==> config.mk <==
export PLATFORM = sky130hd
export DESIGN_NAME = hrlc_step
export DESIGN_NICKNAME = d
export VERILOG_FILES = /design/src/hdl/hrlc_pkg.sv /design/src/hdl/hrlc_step.sv
export SDC_FILE = /design/constraint.sdc
export NUM_CORES = 1
export LEC_CHECK = 0
export BUFFER_PORTS_ARGS = -buffer_cell sky130_fd_sc_hd__buf_2
export CORE_AREA = 2 2 51 101
export DETAILED_ROUTE_END_ITERATION = 16
export DIE_AREA = 0 0 53 103
export PLACE_DENSITY = 0.68
export SLEW_MARGIN = 20
export SYNTH_ARGS = -nofsm -noshare
export SYNTH_HDL_FRONTEND = slang
export SYNTH_SLANG_ARGS = --single-unit
==> constraint.sdc <==
create_clock -name vclk -period 5.4
set_input_delay 0.54 -clock vclk [all_inputs]
set_output_delay 0.54 -clock vclk [all_outputs]
set_load 0.03 [all_outputs]
==> src/hdl/hrlc_pkg.sv <==
// Package for the HTTP request line checker: state and result types,
// status and phase codes, and the constant match patterns. No dependencies.
`default_nettype none

package hrlc_pkg;

  typedef enum logic [1:0] {
    PH_METHOD  = 2'd0,
    PH_ROUTE   = 2'd1,
    PH_VERSION = 2'd2
  } phase_t;

  typedef enum logic [1:0] {
    ST_ACCEPT      = 2'd0,
    ST_BAD_METHOD  = 2'd1,
    ST_MALFORMED   = 2'd2,
    ST_BAD_VERSION = 2'd3
  } status_t;

  localparam logic METH_GET  = 1'b0;
  localparam logic METH_POST = 1'b1;

  typedef struct packed {
    phase_t      phase;
    logic [3:0]  pos;
    logic [1:0]  meth_cand;
    logic [3:0]  route_cand;
    logic        decided;
  } state_t;

  typedef struct packed {
    logic        emit;
    status_t     status;
    logic        method_code;
    logic [1:0]  route_code;
  } result_t;

  localparam state_t STATE_RESET = '{
    phase:      PH_METHOD,
    pos:        4'd0,
    meth_cand:  2'b11,
    route_cand: 4'b1111,
    decided:    1'b0
  };

  // Method patterns: GET then POST, each including the trailing space.
  localparam logic [7:0] METH_PAT [2][5] = '{
    '{"G", "E", "T", " ", 8'h00},
    '{"P", "O", "S", "T", " "}
  };
  localparam logic [3:0] METH_LEN [2] = '{4'd4, 4'd5};
  localparam logic [3:0] METH_END [2] = '{4'd3, 4'd4};

  // Routes: exec and status are POST only, commands and operators GET only.
  localparam logic [7:0] ROUTE_PAT [4][11] = '{
    '{"/", "e", "x", "e", "c", " ", 8'h00, 8'h00, 8'h00, 8'h00, 8'h00},
    '{"/", "s", "t", "a", "t", "u", "s", " ", 8'h00, 8'h00, 8'h00},
    '{"/", "c", "o", "m", "m", "a", "n", "d", "s", " ", 8'h00},
    '{"/", "o", "p", "e", "r", "a", "t", "o", "r", "s", " "}
  };
  localparam logic [3:0] ROUTE_LEN [4] = '{4'd6, 4'd8, 4'd10, 4'd11};
  localparam logic [3:0] ROUTE_END [4] = '{4'd5, 4'd7, 4'd9, 4'd10};

  // Version string; the minor digit position is checked separately.
  localparam logic [7:0] VER_PAT [10] = '{
    "H", "T", "T", "P", "/", "1", ".", 8'h00, 8'h0D, 8'h0A
  };
  localparam logic [3:0] VER_LEN   = 4'd10;
  localparam logic [3:0] VER_MINOR = 4'd7;
  localparam logic [3:0] VER_LAST  = 4'd9;

endpackage : hrlc_pkg

`default_nettype wire

==> src/hdl/hrlc_step.sv <==
// Per-byte step logic of the request line checker: next state and result.
// Purely combinational; depends on hrlc_pkg.
`default_nettype none

module hrlc_step
  import hrlc_pkg::*;
(
  input  state_t      cur,
  input  logic [7:0]  data_byte,
  input  logic        start_flag,
  output state_t      nxt,
  output result_t     res
);

  state_t     s;
  logic [1:0] mc;
  logic [3:0] rc;
  logic       found;
  logic [1:0] sel;
  logic [1:0] last_route;
  logic       need_post;

  always_comb begin
    s          = start_flag ? STATE_RESET : cur;
    nxt        = s;
    res        = '{emit: 1'b0, status: ST_ACCEPT, method_code: 1'b0, route_code: 2'd0};
    mc         = '0;
    rc         = '0;
    found      = 1'b0;
    sel        = 2'd0;
    last_route = 2'd0;
    need_post  = 1'b0;

    for (int i = 0; i < 2; i++) begin
      mc[i] = s.meth_cand[i] && (s.pos < METH_LEN[i]) &&
              (METH_PAT[i][s.pos[2:0]] == data_byte);
    end
    for (int i = 0; i < 4; i++) begin
      rc[i] = s.route_cand[i] && (s.pos < ROUTE_LEN[i]) &&
              (ROUTE_PAT[i][s.pos] == data_byte);
    end
    for (int i = 0; i < 4; i++) begin
      if (!found && rc[i] && (s.pos == ROUTE_END[i])) begin
        found = 1'b1;
        sel   = 2'(i);
      end
      if (s.route_cand[i]) begin
        last_route = 2'(i);
      end
    end

    if (!s.decided) begin
      case (s.phase)
        PH_METHOD: begin
          nxt.meth_cand = mc;
          if (mc == 2'b00) begin
            res.emit   = 1'b1;
            res.status = ST_BAD_METHOD;
          end else if (mc[0] && (s.pos == METH_END[0])) begin
            nxt.meth_cand = 2'b01;
            nxt.phase     = PH_ROUTE;
            nxt.pos       = 4'd0;
          end else if (mc[1] && (s.pos == METH_END[1])) begin
            nxt.meth_cand = 2'b10;
            nxt.phase     = PH_ROUTE;
            nxt.pos       = 4'd0;
          end else begin
            nxt.pos = s.pos + 4'd1;
          end
        end
        PH_ROUTE: begin
          nxt.route_cand = rc;
          // Routes 0 and 1 belong to POST, routes 2 and 3 to GET.
          need_post = ~sel[1];
          if (rc == 4'b0000) begin
            res.emit   = 1'b1;
            res.status = ST_MALFORMED;
          end else if (found) begin
            if (need_post != s.meth_cand[1]) begin
              res.emit   = 1'b1;
              res.status = ST_BAD_METHOD;
            end else begin
              nxt.route_cand      = '0;
              nxt.route_cand[sel] = 1'b1;
              nxt.phase           = PH_VERSION;
              nxt.pos             = 4'd0;
            end
          end else begin
            nxt.pos = s.pos + 4'd1;
          end
        end
        PH_VERSION: begin
          if (s.pos == VER_MINOR) begin
            if ((data_byte != "0") && (data_byte != "1")) begin
              res.emit   = 1'b1;
              res.status = ST_BAD_VERSION;
            end
          end else if ((s.pos >= VER_LEN) || (VER_PAT[s.pos] != data_byte)) begin
            res.emit   = 1'b1;
            res.status = ST_BAD_VERSION;
          end
          if (!res.emit) begin
            if (s.pos == VER_LAST) begin
              res.emit        = 1'b1;
              res.status      = ST_ACCEPT;
              res.method_code = s.meth_cand[1];
              res.route_code  = last_route;
            end else begin
              nxt.pos = s.pos + 4'd1;
            end
          end
        end
        default: begin
          // Unreachable phase: bytes are ignored until a start byte.
        end
      endcase
    end

    if (res.emit) begin
      nxt.decided = 1'b1;
    end
  end

endmodule : hrlc_step

`default_nettype wire

* After elaboration in Yosys (flattened, before gate mapping)
Memories as Yosys holds them, arrays and structs flattened.
Index checks and enable logic that the tools add are counted.
W data, S select, Z words.
** Cells by class
- Bitwise gates (word level) :: 3
- Muxes and demuxes :: 61
- Equal/unequal tests :: 18
- Add/subtract/negate cells :: 1
- Order comparisons :: 11
- Reduce and logical (&&, ||, !) cells :: 30
** Operators with widths (number)
- $mux W8 :: 16
- $eq A8 B8 Y1 :: 6
- $mux W4 :: 8
- $mux W3 :: 10
- $mux W6 :: 5
- $logic_and A1 B1 Y1 :: 23
- $mux W2 :: 8
- $ne A8 B6 Y1 const B :: 2
- $mux W13 :: 1
- $eq A4 B3 Y1 const B :: 3
- $lt A4 B3 Y1 const B :: 3
- $lt A4 B4 Y1 const B :: 3
- $mux W12 :: 1
- $pmux W4 S3 :: 1
- $pmux W3 S3 :: 1
- $eq A4 B4 Y1 const B :: 2
- $ge A4 B4 Y1 const B :: 2
- $mux W1 :: 8
- $ne A8 B8 Y1 :: 1
- $ge A5 B5 Y1 const B :: 1
- $not A4 Y5 :: 1
- $add A4 B1 Y4 const B :: 1
- $eq A4 B2 Y1 const B :: 1
- $logic_not A2 Y1 :: 2
- 12 further kinds :: 14
** Word-level totals
- Bits in registers :: 0
- Output and inout port bits :: 19
- Memories kept :: 7
- ROM bits :: 768
- Input port bits :: 22
** Memory list
- (name not given) :: depth 16, bits a word 8, rd ports 1, clocked after Yosys merged registers in 0, wr ports 0, RTL line hrlc_step.sv:98 : end else if ((s.pos >= VER_LEN) || (VER_PAT[s.pos] != data_byte)) begin
- (name not given) :: depth 16, bits a word 8, rd ports 1, clocked after Yosys merged registers in 0, wr ports 0, RTL line hrlc_step.sv:40 : (ROUTE_PAT[i][s.pos] == data_byte);
- (name not given) :: depth 16, bits a word 8, rd ports 1, clocked after Yosys merged registers in 0, wr ports 0, RTL line hrlc_step.sv:40
- (name not given) :: depth 16, bits a word 8, rd ports 1, clocked after Yosys merged registers in 0, wr ports 0, RTL line hrlc_step.sv:40
- (name not given) :: depth 16, bits a word 8, rd ports 1, clocked after Yosys merged registers in 0, wr ports 0, RTL line hrlc_step.sv:40
- (name not given) :: depth 8, bits a word 8, rd ports 1, clocked after Yosys merged registers in 0, wr ports 0, RTL line hrlc_step.sv:36 : (METH_PAT[i][s.pos[2:0]] == data_byte);
- 1 more memories

* Depth between registers and ports, before layout
- Depth after elaboration :: 30
- Gate-level depth with buffers :: 15
- Mapped depth without buffers :: 13

* Least setup slack after synthesis
No wires, ideal clock.
- Path type :: input-to-output
- From :: input cur[8] (netlist name)
- To :: output nxt[10] (netlist name)
- Buffers on the path :: 3
- Arrival :: 3.538 ns
- Slack :: 1.322 ns
- Stages on the path :: 15
- Required time :: 4.860 ns
- Cells stage by stage :: buf_2 nand2_1 inv_1 ha_1 buf_2 nor4bb_1 a211oi_1 o31a_1 nor4_2 a21oi_1 and3_4 buf_6 a2111oi_2 a21oi_1 o2111ai_1
** RTL lines
- start: declaration :: RTL line hrlc_step.sv:8 : input state_t cur,
- end: declaration :: RTL line hrlc_step.sv:11 : output state_t nxt,

==> results by stage <==
Timing:
- Setup repair after global routing left no endpoint under its margin.
- The peak clock frequency supported by timing is 0.2138 GHz.
- The final critical-path share of the clock period is 86.60%.
- The setup TNS is 0 ns.
- The hold violation count in the final report was 0.
- The transition at the pin with the smallest max-transition slack is 1.072 ns.
- The worst path in the final design needs a cycle of 4.677 ns, including I/O delays and setup.
- The final setup violation count is 0.
- In the post-route analysis, the smallest setup slack over all paths is 0.7234 ns.
- The worst max-slew margin expressed relative to the limit is 27.90%.
- The max-slew violation count is 0.

Finish:
- The fraction of final layout cells with drive strength greater than 1 is 21.16%.
- The area of all placed cells without fillers is 2362 um^2.
- The repair_antennas step left the layout with diodes totalling 0.
- The design has 0 sequential cells.
- The sequential cells in the finished layout cover a total of 0 um^2.
- Clock buffers in the final layout number 0.
- From synthesis to final layout, the design area changed by 3.736%.
- For this run, the post-layout net count is 376.

Run status:
- The flow ran to the end, and the final reports show no timing, DRC or antenna violations.

Global route:
- Global routing used 30.61% of the available tracks.
- After global routing the overflow that remains totals 0.
- The first global-routing pass estimated 13,170 um of wire.
- The initial antenna violation count is 0.
- The via count of the first global-routing pass is 2,661.
- The pin count of the biggest net entering global routing is 36.

Setup path:
- STA puts the critical path data required time at 4.86 ns.
- STA classifies the critical path startpoint as an input port.
- The endpoint kind of the worst setup timing path is an output pin.
- The signal arrival time at the worst endpoint is 4.14 ns.
- In this run the worst path has a maximum fanout of 19.
- The worst setup path is of the in2out kind.

Floorplan:
- After floorplanning, the core was sized to cover 4730 um^2.
- The die is 103 um tall.
- Once the floorplan was initialized, standard cells occupied 48.15% of the core.
- 41 I/O pins were placed.
- Measured along the x axis, the die boundary spans 53 um.
- The row count is 36.
- The die covers 5459 um^2.

Routing:
- For this block, the initial DRC count from the detailed router was 209.
- The met1 layer wirelength in the final routing is 3122 um.
- In the routed design, unresolved DRC markers number 0.
- For this block, the via count after detailed routing is 2,880.
- The routed length on met3 is 713 um.
- The first detailed-routing pass ran for 5 iterations.
- The routed wirelength normalized by instance count is 20.20 um.
- The residual antenna-violating net count after detailed routing is 0.
- The detailed-route wire length is 8120 um.
- The detailed-route vias per instance is 7.164.
- The uppermost metal layer occupied by signal nets is met4.
- Wire segments on met2 add up to 3924 um in the final route.

Power and ir drop:
- In this run the static leakage power is 0.0008631 uW.
- The peak ir drop on the vdd network is 0.00005529 V.
- Power spread over the standard cell area amounts to 85.88 nW/um^2.

Placement:
- The final weighted congestion of routability-driven global placement is 0.9789.
- The count of buffers from port buffering is 41.
- Detailed placement finished with a half-perimeter wire length of 5723 um.
- Before CTS, the worst setup slack after placement is 0.7787 ns.
- The standard cell area after detailed placement is 2362 um^2.

Min path:
- The type of the tightest min-delay check is in2out.

Synth:
- The number of warning messages in the yosys log is 0.
- The number of distinct standard cells referenced by the synthesized netlist is 82.
- After synthesis, the mean cell area works out to 6.757 um^2.
- The netlist area before placement is 2277 um^2.
- Synthesis produced 337 cells.
- The sequential-to-total area share from yosys stat is 0%.
- Counting every net in the synthesized netlist gives 366.

Job:
- The number of max-cap violations is 0.

Clocking:
- Gates resized during post-CTS repair numbered 0.
- The number of buffers inserted for hold repair after clock tree synthesis is 0.
- Once the clock tree was built, the setup fixing pass inserted 0 buffers.
[through the flow]
stage	power (uW)	hold WS [ns]	instances	utilization [%]
6_report	202.9	1.435	402	49.95
5_1_grt	218.4	1.452	402	49.95
3_5_place_dp	197.5	1.431	402	49.95
4_1_cts	198.1	1.432	402	49.95
2_1_floorplan	153.8	1.192	337	-
3_3_place_gp	193.4	1.433	402	49.95
[synthesized netlist by cell type (4+ instances only)]
master / count / area, um^2
a211oi_1: 5 / 37.54
a21oi_1: 26 / 130.1
a22oi_1: 5 / 37.54
a31oi_1: 5 / 31.28
and3_1: 4 / 25.02
buf_1: 4 / 15.01
buf_2: 15 / 75.07
buf_6: 7 / 78.83
clkbuf_1: 8 / 30.03
ha_1: 7 / 87.58
inv_1: 15 / 56.30
mux2_2: 5 / 56.30
nand2_1: 16 / 60.06
nand2b_1: 6 / 37.54
nand3_1: 12 / 60.06
nand4_1: 5 / 31.28
nor2_1: 26 / 97.59
nor2b_1: 7 / 43.79
nor3_1: 14 / 70.07
nor4_1: 7 / 43.79
o21ai_0: 18 / 90.09
o22ai_1: 5 / 31.28
o31a_1: 4 / 35.03
or3_1: 5 / 31.28
xnor2_1: 11 / 96.34
xor2_1: 6 / 52.55
[path summary, 6_finish.rpt]
kind,end,depth (start not counted),startpoint
worst max-delay path,nxt[11],14,cur[8]
worst min-delay path,res[4],3,cur[0]
[cell usage in the layout (no fill, tap or decap), drive strengths merged, types with 4 or more instances in the layout]
| cell type | n |
|---|---|
| nor3 | 16 |
| a21oi | 26 |
| nor4 | 10 |
| o21ai | 22 |
| or3 | 6 |
| and3 | 5 |
| a2111oi | 5 |
| nand3b | 4 |
| nor2 | 26 |
| nor2b | 7 |
| nand2b | 7 |
| nand2 | 16 |
| o31a | 4 |
| ha | 7 |
| a31oi | 5 |
| a221oi | 4 |
| o22ai | 5 |
| buf | 44 |
| a22oi | 6 |
| xnor2 | 11 |
| inv | 15 |
| a211oi | 5 |
| mux2 | 5 |
| xor2 | 6 |
| nand3 | 12 |
| nor3b | 4 |
| nand4 | 5 |
[kinds of logic (layout without fill, tap and decap cells)]
| logic type | after synthesis | count (layout) | share of synthesized area, % |
|---|---|---|---|
| buffers and inverters | 52 | 60 | 12.03 |
| and+or+nand+nor | 139 | 139 | 37.36 |
| muxes | 8 | 8 | 3.791 |
| AOI/OAI and AO/OA | 114 | 114 | 36.43 |
| xor gates and xnor gates | 17 | 17 | 6.538 |
| adders and majority gates | 7 | 7 | 3.846 |
[per-layer routing]
layer	vias to the layer above	global-route usage, %
met4	0	14.60
met2	205	49.52
met5	-	0
met3	36	2.464
met1	1336	40.05
li1	1303	-
[report_power, final]
group	leakage, uW	switching (uW)	total (uW)	internal (uW)
registers	0	0	0	0
logic	0.000863	133	203	69.5
clock network	0	0	0	0
[critical path, stage by stage]
cell	delay, ns
buf_2	0.34
nand2_1	0.27
inv_1	0.20
ha_1	0.42
nor4bb_1	0.35
a211oi_1	0.12
o31a_1	0.29
nor4_2	0.46
a32oi_1	0.15
nor3_2	0.27
mux2i_1	0.15
nor4_1	0.26
o32ai_1	0.12
buf_2	0.19
[final cells by class]
type                            instances  area [um^2]
Fill cell                             508         2367
Multi-Input combinational cell        285         2003
Timing Repair Buffer                   44        227.7
Tap cell                               57        71.32
Inverter                               16        60.06
Note: power is estimated with default switching activity, not from simulation.
